===== config.mk =====
export PLATFORM = sky130hd
export DESIGN_NAME = repeating_timer_table
export DESIGN_NICKNAME = d
export VERILOG_FILES = /design/src/hw/rtl/rtt_pkg.sv /design/src/hw/rtl/rtt_slot_alu.sv /design/src/hw/rtl/repeating_timer_table.sv
export SDC_FILE = /design/constraint.sdc
export NUM_CORES = 1
export LEC_CHECK = 0
export BUFFER_PORTS_ARGS = -buffer_cell sky130_fd_sc_hd__buf_2
export CAP_MARGIN = 25
export CORE_UTILIZATION = 40
export DETAILED_ROUTE_END_ITERATION = 8
export GPL_TIMING_DRIVEN = 0
export HOLD_SLACK_MARGIN = 0.03
export PLACE_DENSITY_LB_ADDON = 0.08
export SLEW_MARGIN = 0
export SYNTH_ARGS = -nofsm -noshare
export SYNTH_HDL_FRONTEND = slang
export SYNTH_HIERARCHICAL = 1
export SYNTH_SLANG_ARGS = --single-unit

===== constraint.sdc =====
create_clock -name clk -period 19.02 [get_ports clk]
set_clock_uncertainty 0.15 [all_clocks]
set_input_delay 1.902 -clock clk [delete_from_list [all_inputs] [get_ports clk]]
set_output_delay 1.902 -clock clk [all_outputs]
set_load 0.02 [all_outputs]

===== src/hw/rtl/rtt_pkg.sv =====
// Shared types and constants for the repeating timer table.
package rtt_pkg;

  // Slot field is three bits wide, so at most eight slots can ever be addressed
  localparam int SLOT_LIMIT = 8;

  // Request codes carried in req_type
  typedef enum logic [2:0] {
    REQ_TICK      = 3'd0,
    REQ_SCHED_ABS = 3'd1,
    REQ_SCHED_REL = 3'd2,
    REQ_REMOVE    = 3'd3,
    REQ_CLEAR     = 3'd4
  } rtt_req_t;

  // Sequencer states
  typedef enum logic [1:0] {
    ST_IDLE,
    ST_WALK,
    ST_FLUSH
  } rtt_state_t;

  // Input request
  typedef struct packed {
    logic [2:0]         req_type;
    logic [2:0]         slot;
    logic [31:0]        now;
    logic [31:0]        fire_time;
    logic signed [15:0] repeat_limit;
    logic [31:0]        interval;
  } rtt_in_t;

  // One firing result
  typedef struct packed {
    logic [2:0] fired_slot;
    logic       done_res;
    logic       last;
  } rtt_out_t;

  // Status from the shared slot unit
  typedef struct packed {
    logic hit;   // current time has reached the fire time
    logic more;  // slot repeats after this firing
  } rtt_alu_st_t;

endpackage


===== src/hw/rtl/rtt_slot_alu.sv =====
// Shared slot arithmetic: time compare, time advance adder, fire count and limit check.
module rtt_slot_alu import rtt_pkg::*; #(
  parameter int TIME_BITS = 32
) (
  input  logic [TIME_BITS-1:0] cmp_now,
  input  logic [TIME_BITS-1:0] cmp_time,
  input  logic [TIME_BITS-1:0] add_a,
  input  logic [TIME_BITS-1:0] add_b,
  input  logic signed [15:0]   limit,
  input  logic [15:0]          count,
  output logic [TIME_BITS-1:0] sum,
  output logic [15:0]          count_nxt,
  output rtt_alu_st_t          st
);

  // Adder wraps modulo 2^TIME_BITS; shared by relative scheduling and time advance
  assign sum = add_a + add_b;

  // Fire count saturates at all ones
  assign count_nxt = (count == 16'hFFFF) ? count : count + 16'd1;

  // Negative limit repeats forever, otherwise repeat while limit exceeds the count
  always_comb begin
    st.hit  = (cmp_now >= cmp_time);
    st.more = limit[15] | ({1'b0, limit[14:0]} > count_nxt);
  end

endmodule


===== src/hw/rtl/repeating_timer_table.sv =====
// Top level of the repeating timer table: slot store, walk sequencer and result register.
// Schedule, remove and clear requests take effect when accepted. A tick request walks the
// slots one per cycle through a single shared compare/add unit, pausing while out_ready
// low keeps an earlier result from the result register, and keeps the input busy until
// the walk and final flush are done. Firing results come out in ascending slot order; the
// last result of a tick is marked with last, and a tick with no due slot produces no
// result. The result register lets the next request in while the final result waits.
module repeating_timer_table import rtt_pkg::*; #(
  parameter int NUM_SLOTS = 8,
  parameter int TIME_BITS = 32
) (
  input  logic     clk,
  input  logic     rst_n,
  input  logic     in_valid,
  output logic     in_ready,
  input  rtt_in_t  in_data,
  output logic     out_valid,
  input  logic     out_ready,
  output rtt_out_t out_data
);

  localparam int DEPTH = (NUM_SLOTS < SLOT_LIMIT) ? NUM_SLOTS : SLOT_LIMIT;
  localparam int IDX_W = (DEPTH > 1) ? $clog2(DEPTH) : 1;
  localparam logic [IDX_W-1:0] IDX_LAST = IDX_W'(DEPTH - 1);

  // Control state
  rtt_state_t           state_r, state_nxt;
  logic [IDX_W-1:0]     idx_r, idx_nxt;
  logic [DEPTH-1:0]     valid_r, valid_nxt;
  logic [TIME_BITS-1:0] last_tick_r, last_tick_nxt;
  logic                 pend_v_r, pend_v_nxt;
  logic [2:0]           pend_slot_r, pend_slot_nxt;
  logic                 pend_done_r, pend_done_nxt;
  logic                 out_valid_r, out_valid_nxt;
  rtt_out_t             out_data_r, out_data_nxt;

  // Slot payload, undefined until scheduled
  logic [TIME_BITS-1:0] ftime_r [DEPTH];
  logic [TIME_BITS-1:0] ival_r  [DEPTH];
  logic signed [15:0]   limit_r [DEPTH];
  logic [15:0]          count_r [DEPTH];

  logic                 acc;
  logic                 slot_ok;
  logic [IDX_W-1:0]     slot_idx;
  logic                 do_load;
  logic [TIME_BITS-1:0] load_time;
  logic                 do_fire;
  logic                 out_free;
  logic [TIME_BITS-1:0] add_a, add_b, sum;
  logic [15:0]          count_nxt;
  rtt_alu_st_t          alu_st;

  assign acc      = in_valid && in_ready;
  assign in_ready = (state_r == ST_IDLE);
  assign slot_ok  = ({1'b0, in_data.slot} < 4'(DEPTH));
  assign slot_idx = in_data.slot[IDX_W-1:0];
  assign out_free = !out_valid_r || out_ready;
  assign out_valid = out_valid_r;
  assign out_data  = out_data_r;

  // Adder operands: time advance while walking, relative schedule otherwise
  always_comb begin
    if (state_r == ST_WALK) begin
      add_a = ftime_r[idx_r];
      add_b = ival_r[idx_r];
    end else begin
      add_a = last_tick_r;
      add_b = TIME_BITS'(in_data.fire_time);
    end
  end

  rtt_slot_alu #(
    .TIME_BITS(TIME_BITS)
  ) u_alu (
    .cmp_now  (last_tick_r),
    .cmp_time (ftime_r[idx_r]),
    .add_a    (add_a),
    .add_b    (add_b),
    .limit    (limit_r[idx_r]),
    .count    (count_r[idx_r]),
    .sum      (sum),
    .count_nxt(count_nxt),
    .st       (alu_st)
  );

  // Sequencer: request decode, slot walk and result hand-off
  always_comb begin
    state_nxt     = state_r;
    idx_nxt       = idx_r;
    valid_nxt     = valid_r;
    last_tick_nxt = last_tick_r;
    pend_v_nxt    = pend_v_r;
    pend_slot_nxt = pend_slot_r;
    pend_done_nxt = pend_done_r;
    out_valid_nxt = out_valid_r && !out_ready;
    out_data_nxt  = out_data_r;
    do_load       = 1'b0;
    load_time     = TIME_BITS'(in_data.fire_time);
    do_fire       = 1'b0;

    unique case (state_r)
      ST_IDLE: begin
        if (acc) begin
          unique case (in_data.req_type)
            REQ_TICK: begin
              last_tick_nxt = TIME_BITS'(in_data.now);
              idx_nxt       = '0;
              state_nxt     = ST_WALK;
            end
            REQ_SCHED_ABS: begin
              do_load = slot_ok;
            end
            REQ_SCHED_REL: begin
              do_load   = slot_ok;
              load_time = sum;
            end
            REQ_REMOVE: begin
              if (slot_ok) valid_nxt[slot_idx] = 1'b0;
            end
            REQ_CLEAR: begin
              valid_nxt = '0;
            end
            default: ;
          endcase
          if (do_load) valid_nxt[slot_idx] = 1'b1;
        end
      end

      ST_WALK: begin
        // hold while an earlier result cannot move to the output register
        if (!(valid_r[idx_r] && alu_st.hit && pend_v_r && !out_free)) begin
          if (valid_r[idx_r] && alu_st.hit) begin
            do_fire = 1'b1;
            if (pend_v_r) begin
              out_valid_nxt = 1'b1;
              out_data_nxt  = '{fired_slot: pend_slot_r, done_res: pend_done_r, last: 1'b0};
            end
            pend_v_nxt    = 1'b1;
            pend_slot_nxt = 3'(idx_r);
            pend_done_nxt = !alu_st.more;
            if (!alu_st.more) valid_nxt[idx_r] = 1'b0;
          end
          if (idx_r == IDX_LAST) begin
            state_nxt = ST_FLUSH;
          end else begin
            idx_nxt = idx_r + 1'b1;
          end
        end
      end

      ST_FLUSH: begin
        if (!pend_v_r) begin
          state_nxt = ST_IDLE;
        end else if (out_free) begin
          out_valid_nxt = 1'b1;
          out_data_nxt  = '{fired_slot: pend_slot_r, done_res: pend_done_r, last: 1'b1};
          pend_v_nxt    = 1'b0;
          state_nxt     = ST_IDLE;
        end
      end

      default: state_nxt = ST_IDLE;
    endcase
  end

  // Control registers
  always_ff @(posedge clk) begin
    if (!rst_n) begin
      state_r     <= ST_IDLE;
      idx_r       <= '0;
      valid_r     <= '0;
      last_tick_r <= '0;
      pend_v_r    <= 1'b0;
      out_valid_r <= 1'b0;
    end else begin
      state_r     <= state_nxt;
      idx_r       <= idx_nxt;
      valid_r     <= valid_nxt;
      last_tick_r <= last_tick_nxt;
      pend_v_r    <= pend_v_nxt;
      out_valid_r <= out_valid_nxt;
    end
  end

  // Result payload
  always_ff @(posedge clk) begin
    pend_slot_r <= pend_slot_nxt;
    pend_done_r <= pend_done_nxt;
    out_data_r  <= out_data_nxt;
  end

  // Slot store: load on schedule, update on firing
  always_ff @(posedge clk) begin
    if (do_load) begin
      ftime_r[slot_idx] <= load_time;
      ival_r[slot_idx]  <= TIME_BITS'(in_data.interval);
      limit_r[slot_idx] <= in_data.repeat_limit;
      count_r[slot_idx] <= '0;
    end else if (do_fire) begin
      count_r[idx_r] <= count_nxt;
      if (alu_st.more) ftime_r[idx_r] <= sum;
    end
  end

endmodule

# [Yosys cells after proc, flatten, opt, wreduce, memory -nomap -nowiden]
# Memory sizes are Yosys's and may differ from the RTL's. A register that Yosys moved wholly into a read port is not among the register bits.
# Cells that the tools add are included.
[op_classes] add_sub_neg=3 n_lt_le_gt_ge=6 eq_ne=19 mux=81 bitwise=7 reduce_logical=26
[ops] operator="2-to-1 mux 32 bit" n=6
[ops] operator="2-to-1 mux 8 bit" n=7
[ops] operator="2-to-1 mux 3 bit" n=14
[ops] operator="adder 32 bit" n=1
[ops] operator="greater-or-equal comparator 32 bit" n=1
[ops] operator="2-to-1 mux 16 bit" n=2
[ops] operator="case mux 8 bit (2 select lines)" n=2
[ops] operator="OR reduction 32 bit" n=1
[ops] operator="2-to-1 mux 1 bit" n=31
[ops] operator="2-to-1 mux 5 bit" n=5
[ops] operator="adder 16 x 1 -> 16 bit, second input constant" n=1
[ops] operator="AND 8 bit" n=2
[ops] operator="== test 16 bit, second input constant" n=1
[ops] operator="greater-than comparator 15 x 16 -> 1 bit" n=1
[ops] operator="NOT 8 bit" n=2
[ops] operator="OR reduction 16 bit" n=1
[ops] operator="AND reduction 5 bit" n=3
[ops] operator="2-to-1 mux 2 bit" n=6
[ops] operator="inequality test 2 bit, second input constant" n=6
[ops] operator="case mux 5 bit (2 select lines)" n=1
[ops] operator="AND reduction 3 bit" n=3
[ops] operator="< comparator 3 x 4 -> 1 bit, second input constant" n=2
[ops] operator="inequality test 2 x 1 -> 1 bit, second input constant" n=4
[ops] operator="bitwise OR 8 bit" n=1
[ops] operator="23 further kinds" n=38
[word_totals] ff_bits=56 mem_bits_rw=768 in_bits=122 output_inout_bits=7 word_cells=157 n_memories=4
[memory_table] name="ftime_r" depth=8 width=32 read_ports=1 rd_clocked_by_memory_dff=1 write_ports=1 line="repeating_timer_table.sv:38" text="logic [TIME_BITS-1:0] ftime_r [DEPTH];"
[memory_table] name="ival_r" depth=8 width=32 read_ports=1 rd_clocked_by_memory_dff=1 write_ports=1 line="repeating_timer_table.sv:39" text="logic [TIME_BITS-1:0] ival_r [DEPTH];"
[memory_table] name="count_r" depth=8 width=16 read_ports=1 rd_clocked_by_memory_dff=1 write_ports=1 line="repeating_timer_table.sv:41" text="logic [15:0] count_r [DEPTH];"
[memory_table] name="limit_r" depth=8 width=16 read_ports=1 rd_clocked_by_memory_dff=1 write_ports=1 line="repeating_timer_table.sv:40" text="logic signed [15:0] limit_r [DEPTH];"

# [Logic depth before layout (Yosys ltp)]
# Gate-level depths: netlist (run 1).
[depth] word_depth=13 mapped_depth=24 mapped_depth_nobuf=21

# [Hierarchy]
# The synthesis (run 1) kept the hierarchy.
[modules_own_cells] module="repeating_timer_table" n_inst=1 cells_per_inst=1696 area_each_um2=32937.8 seq_area_each_um2=24333.3
[modules_own_cells] module="rtt_slot_alu" n_inst=1 cells_per_inst=448 area_each_um2=3174.3 seq_area_each_um2=0.0

# [Worst setup path before layout (run 1)]
# Ideal clock, no wire load.
[synth_timing] path_type="reg-to-reg" from="reg with a tool-made name" to="mem ftime_r[1][0] (enable)" setup_time_ns=0.466 arrival_ns=7.073 t_required_ns=18.404 path_slack_ns=11.331 stages_incl_launch_ff=22 n_path_buf=3 synth_period_minus_slack_ns=7.689 cell_sequence="dfxtp_1 -> buf_2 -> buf_2 -> buf_2 -> mux4_2 -> mux2_2 -> and4_1 -> and3_1 -> and3_1 -> and2_2 -> nand4_4 -> and2_1 -> nand3_1 -> xor2_1 -> ha_1 -> nand4_1 -> or3_1 -> nand4b_1 -> o21ai_0 -> o21bai_1 -> nand2_1 -> o21ai_0"
[synth_lines] element="to (decl)" line="repeating_timer_table.sv:38"

==> flow_summary.json, run 1 <==
{
  "status": "complete, no violations",
  "syn-cell-area_um2": 36100,
  "rrSetupSlack_ns": 9.92,
  "p_per_area_nw_per_um2": 104,
  "grt_overflow": 0,
  "async_flop_share_pct": 0,
  "cts_num_sinks": 827,
  "ys_seq_area_share_pct": 67.4,
  "ys_types": 79,
  "cp_max_fo": 17,
  "dr.pass1.iters": 5,
  "cp-start-kind": "flip-flop",
  "core_area_um2": 88900,
  "register_area_um2": 24300,
  "cts_setup_buffers": 0,
  "die_height_um": 302,
  "post_cts_resized": 0,
  "arrival_ns": 9.30,
  "antenna_found_initial": 17,
  "ys_top_cells_by_area": "edfxtp_1 65%, mux4_2 12%, ha_1 2.9%",
  "yosysTopAreaCellShare_pct": 64.6,
  "grt_max_degree": 46,
  "min_path_type": "flip-flop to flip-flop",
  "wl_per_cell_um": 25.9,
  "numCtsBuffers": 89,
  "yosys_register_bits": 827,
  "worstReg2RegEnd": "ftime_r[5][11]",
  "crit_type": "flip-flop to flip-flop",
  "dieArea_um2": 91500,
  "multi_input_area_um2": 11200,
  "fin_setup_tns_ns": 0,
  "fin_crit_sh_pct": 47.8,
  "peakVddDrop_mv": 0.0786,
  "vias_per_cell": 5.51,
  "p_total_w": 0.00437,
  "area_growth_pct": 15.8,
  "cp.required_ns": 19.22,
  "drive_gt1_share_pct": 26.0,
  "grt_pass1_vias": 20564,
  "rsz0062_at_grt": "no",
  "clk_path_buf_depth": 3,
  "power.leakage_nw": 13.9,
  "clk_pin_slew_ns": 0.06,
  "die_x_um": 302,
  "root_buffer": "clkbuf_16",
  "portBuffers": 126,
  "hold_ws_ns": 0.268,
  "synthCells": 2144,
  "r2r_cells": 22,
  "setup.worst_path.end": "ftime_r[5][11]",
  "cts_tree": "built",
  "drv_slew": 0,
  "synth-edff-count": 777,
  "p_comb_share_pct": 15.5,
  "ys.flop_type": "edfxtp_1",
  "internal_power_w": 0.00323,
  "rows": 109,
  "htree_levels": 3,
  "dp_hpwl_um": 64800,
  "max_slew_margin_pct": 29.3,
  "drt_iter0_drc": 1558,
  "p_switching_w": 0.00114,
  "gp_congestion": 0.910,
  "grt_first_pass_wirelength_um": 138000,
  "final_common_cell": "edfxtp_1",
  "start_util_pct": 40.6,
  "holdPathStages": 0,
  "yosys.area.top_type": "edfxtp_1",
  "clkLatencyLatePin_ns": 0.66,
  "fmax_mhz": 110,
  "setup_violations": 0,
  "track_usage_pct": 21.0,
  "critPathCaptureType": "flip-flop",
  "syn_avg_cell_area_um2": 16.8,
  "syn_nets": 2351,
  "fillers": 7669,
  "postRouteWirelength_um": 94000,
  "ios": 129,
  "hold_viol": 0,
  "tightestPinTransition_ns": 1.06,
  "drc": 0,
  "p_seq_share_pct": 46.4,
  "nNetsFinal": 2600,
  "ant_nets": 0,
  "holdBufCountCts": 0,
  "final_cell_mix": "777 x edfxtp_1, 192 x mux4_2, 166 x nor2_1",
  "yosys_warnings": 6,
  "min_period_ns": 9.10,
  "p_sw_share_pct": 26.0,
  "drv_cap": 0,
  "n_antenna_cell": 0,
  "hold_start": "pend_slot_r[0]",
  "clkPwrFrac_pct": 38.1,
  "vias": 19989
}
-- power by group through the flow --
stage                     clock (W)  sequential (W)  combinational, W
final                       0.00166         0.00203          0.000678
after global routing        0.00177         0.00203          0.000749
after CTS                   0.00170         0.00203          0.000679
after detailed placement          0         0.00206          0.000675
after global placement            0         0.00207          0.000661
after floorplan                   0         0.00206          0.000481
-- logic make-up after synthesis --
group,count (synthesis),synth area share [%]
AO/OA/AOI/OAI,263,4.84
XOR/XNOR,44,1.07
multiplexers,329,16.4
adder cells (fa/ha/maj),85,2.97
AND/OR/NAND/NOR,421,5.31
buffers and inverters,175,1.99
flip-flops,827,67.4
-- worst max-delay path, stage by stage (launching register included) --
cell	delay, ns
dfxtp_1	0.47
clkbuf_1	0.69
clkbuf_1	0.71
clkbuf_1	0.71
mux4_2	0.42
mux2_2	0.32
and4_1	0.25
and3_1	0.23
and3_1	0.21
and2_2	0.23
nand4_4	0.17
and2_1	0.25
nand3_1	0.18
xor2_1	0.40
ha_1	0.22
nand4_1	0.13
or3_1	0.40
nand4b_1	0.10
o21ai_0	0.19
o21bai_1	0.77
nand2_1	0.47
o22ai_4	0.81
buf_12	0.26
-- flip-flops by register name, indices dropped and copies added, names as in the netlist, named ones only --
register and count:
ival_r 256, out_valid 1, state_r 2, out_data 5, pend_v_r 1, count_r 128, pend_done_r 1, ftime_r 256
idx_r 3, limit_r 128, valid_r 8, pend_slot_r 3, last_tick_r 32
-- cells in the mapped netlist (9+ instances only) --
cell	n
mux2_2	67
and3_1	9
a21oi_1	91
o21ai_0	36
nand4_1	17
edfxtp_1	777
nor3_1	14
nand2_1	122
ha_1	84
nor2_1	170
buf_2	19
and2_1	19
inv_1	71
nor2b_1	9
xor2_1	15
nand3_1	24
mux2_4	31
mux4_2	192
a21o_1	22
a21boi_0	32
nand2b_1	9
o22ai_1	9
dfxtp_1	50
xnor2_1	29
mux2i_1	37
clkbuf_1	74
-- how the worst min path moves through the flow --
stage                              to
after floorplan           out_data[1]
after global placement    out_data[1]
after detailed placement  out_data[2]
after CTS                 out_data[2]
after global routing      out_data[4]
final                     out_data[2]
-- routing by layer --
layer	up-vias	track usage, %	share of wire, %	wire length (um)
met5	-	0	0.11	100
met4	18	5.13	2.1	1970
met3	146	2.91	4.2	3910
met2	443	34.9	49	45800
met1	10428	29.1	45	42200
li1	8954	-	-	-
-- layout make-up --
cell class                 instances  area share [%]
tap                             1165            3.48
multi-input combinational       1142            26.9
buffer                           104            1.08
sequential                       827            58.2
clock buffer                     113            5.64
timing repair buffer             158            3.04
clock inverter                    49            1.07
inverter                          71           0.661
-- per-stage QoR --
| step | util (%) | worst slack, ns | area, um^2 | instances |
|---|---|---|---|---|
| 6_report | 47.0 | 9.92 | 41800 | 3629 |
| 5_1_grt | 47.0 | 9.71 | 41800 | 3629 |
| 4_1_cts | 47.0 | 9.99 | 41800 | 3628 |
| 3_5_place_dp | 43.9 | 10.01 | 39000 | 3466 |
| 3_3_place_gp | 43.0 | 5.69 | 38200 | 3435 |
| 2_1_floorplan | - | 11.33 | 36100 | 2144 |
Note: power is estimated with default switching activity, not from simulation.
==> inputs of run 2 (changes only) <==
Settings changed: ABC_AREA from default to 1.
Clock period 19.02 ns to 8.9 ns, I/O delays scaled along.
==> run 2 against run 1 <==
Effect of this change:
- synthesized area increased by 3.6%
- cell area is 3.5% higher
- critical path depth grew 10
- largest power group is now combinational cells
- routed wire length up 27%
- final cell count grew 39%
- non-clock buffer count is 88 higher
- first-iteration DRC count is 59% higher
- die area rose by 3.6%
- clock-buffer cell count grew 12
- power increased to 2.9 times the previous value
- synthesized cell count grew 61%
==> flow_summary.json, run 2 <==
{
  "status": "complete, no violations",
  "post-place-ws_ns": 0.830,
  "largestRegisters": "ftime_r: 256 flops, ival_r: 256 flops",
  "ys_top_cells_by_area": "edfxtp_1 62%, nor2_1 7.2%, o21ai_0 6.5%",
  "track_usage_pct": 25.3,
  "hold_viol": 0,
  "drive_gt1_share_pct": 12.4,
  "p_total_w": 0.0129,
  "cp_max_fo": 17,
  "postRouteWirelength_um": 119000,
  "dieArea_um2": 94800,
  "rows": 111,
  "fin_cells": 5036,
  "start_util_pct": 40.6,
  "syn-cell-area_um2": 37400,
  "core_area_um2": 92200,
  "htree_levels": 3,
  "arrival_ns": 8.35,
  "max_slew_margin_pct": 28.9,
  "critPathCaptureType": "flip-flop",
  "tightestPinTransition_ns": 1.07,
  "vias_per_cell": 5.38,
  "rrSetupSlack_ns": 0.75,
  "wl_per_cell_um": 23.7,
  "holdPathStages": 0,
  "grt_overflow": 0,
  "clk_path_buf_depth": 3,
  "setup_violations": 0,
  "fin_ws_ns": 0.750,
  "peakVddDrop_mv": 0.170,
  "post_cts_resized": 0,
  "async_flop_share_pct": 0,
  "fin_setup_tns_ns": 0,
  "ys.flop_type": "edfxtp_1",
  "slowest_delay_ns": 0.71,
  "cp-start-kind": "flip-flop",
  "crit_type": "flip-flop to flip-flop",
  "root_buffer": "clkbuf_16",
  "vias": 27092,
  "r2r_cells": 32,
  "antenna_found_initial": 16,
  "yosysMostFrequentCell": "edfxtp_1",
  "portBuffers": 127,
  "synthCells": 3460,
  "ant_nets": 0,
  "drv_slew": 0,
  "yosys.area.top_type": "edfxtp_1",
  "synth-edff-count": 777,
  "synth_commonest_cells": "777 x edfxtp_1, 716 x nor2_1, 487 x o21ai_0",
  "grt_first_pass_wirelength_um": 175000,
  "worstReg2RegEnd": "ftime_r[6][14]",
  "dp_hpwl_um": 85700,
  "rsz0062_at_grt": "no",
  "cp_slowest_cell": "nor2_4",
  "grt_pass1_vias": 26619,
  "ys_seq_area_share_pct": 65.0,
  "holdBufCountCts": 0,
  "dr.pass1.iters": 6,
  "placed_cell_area_um2": 40400,
  "gp_congestion": 0.949,
  "yosys_warnings": 6,
  "die_height_um": 308,
  "ios": 129,
  "p_per_area_nw_per_um2": 297,
  "yosys_register_bits": 827,
  "fmax_mhz": 123,
  "die_x_um": 308,
  "final_common_cell": "edfxtp_1",
  "drv_cap": 0,
  "yosysTopAreaCellShare_pct": 62.4,
  "clk_pin_slew_ns": 0.06,
  "cp.required_ns": 9.10,
  "hold_start": "pend_slot_r[0]",
  "nNetsFinal": 3920,
  "grt_max_degree": 26,
  "numCtsBuffers": 92,
  "drc": 0,
  "cts_tree": "built",
  "fin_crit_sh_pct": 91.6,
  "area_growth_pct": 15.7,
  "syn_nets": 3667,
  "power.leakage_nw": 15.7,
  "dp_cells": 4862,
  "min_to": "out_data[2]",
  "min_period_ns": 8.15,
  "clkLatencyLatePin_ns": 0.68,
  "design_area_um2": 43300,
  "drt_iter0_drc": 2476,
  "syn_avg_cell_area_um2": 10.8,
  "ys_types": 56,
  "cts_setup_buffers": 0,
  "min_path_type": "flip-flop to flip-flop",
  "cts_num_sinks": 827,
  "crit_path_frequent_cell": "nand2_1",
  "final_cell_mix": "777 x edfxtp_1, 692 x nor2_1, 487 x o21ai_0"
}
==> run 2: changes by cell type after synthesis, sizes merged, moves of 52 or more <==
cell	change
o21ai	+518
o221ai	+52
buf	+57
a31oi	+61
nand2	+228
inv	+160
nor2	+557
mux4	-192
o22ai	+67
mux2	-100
nand3	+63
==> run 2: cell type report <==
cell class / instances / area, um^2
Clock buffer: 125 / 2510
Tap cell: 1243 / 1560
Antenna cell: 1 / 2.50
Clock inverter: 48 / 412
Sequential cell: 827 / 24300
Buffer: 191 / 926
Fill cell: 8705 / 48900
Inverter: 232 / 876
Multi-Input combinational cell: 2210 / 11400
Timing Repair Buffer: 159 / 1260
==> run 2: kinds of logic after synthesis <==
logic type	after synthesis	share of synthesized area [%]
adder cells (fa/ha/maj)	85	2.86
AO/OA/AOI/OAI	892	13.5
AND/OR/NAND/NOR	1209	13.2
XOR/XNOR	24	0.562
buffers and inverters	423	4.82
flip-flops	827	65.0
==> run 2: worst max path at each step <==
| stage | from | to |
|---|---|---|
| 3_5_place_dp | flip-flop | ftime_r[7][10] |
| 3_3_place_gp | flip-flop | ftime_r[7][8] |
| 4_1_cts | flip-flop | ftime_r[7][13] |
| 2_1_floorplan | flip-flop | ftime_r[0][0] |
| 5_1_grt | flip-flop | ftime_r[6][14] |
| 6_report | flip-flop | ftime_r[6][14] |
==> run 2: stage by stage <==
step / util, % / hold slack (ns)
global placement: 42.9 / 0.258
floorplan: - / 0.250
finish: 46.9 / 0.269
CTS: 46.9 / 0.273
detailed placement: 43.8 / 0.258
global route: 46.9 / 0.284
==> run 2: report_power, final <==
group / internal [W] / total (W) / switching [W] / leakage (nW)
registers: 0.00436 / 0.00441 / 0.0000529 / 7.60
clock network: 0.00208 / 0.00369 / 0.00161 / 1.42
logic: 0.00135 / 0.00476 / 0.00341 / 6.65
total: 0.00779 / 0.0129 / 0.00507 / 15.7
==> run 2: critical path, delay by kind of cell, from the launching register on <==
family	cells	cell delay [ns]
buffers and inverters	11	3.20
adders and majority gates	2	0.67
DFF	1	0.34
and+or+nand+nor	17	2.66
AOI/OAI and AO/OA	2	0.74
==> run 2: layer usage <==
metal	part of all wire, %	track usage, %	vias to the layer above
met3	5.6	3.76	184
li1	-	-	12818
met5	0.094	0	-
met4	2.4	6.65	18
met1	45	34.9	13277
met2	47	41.5	795
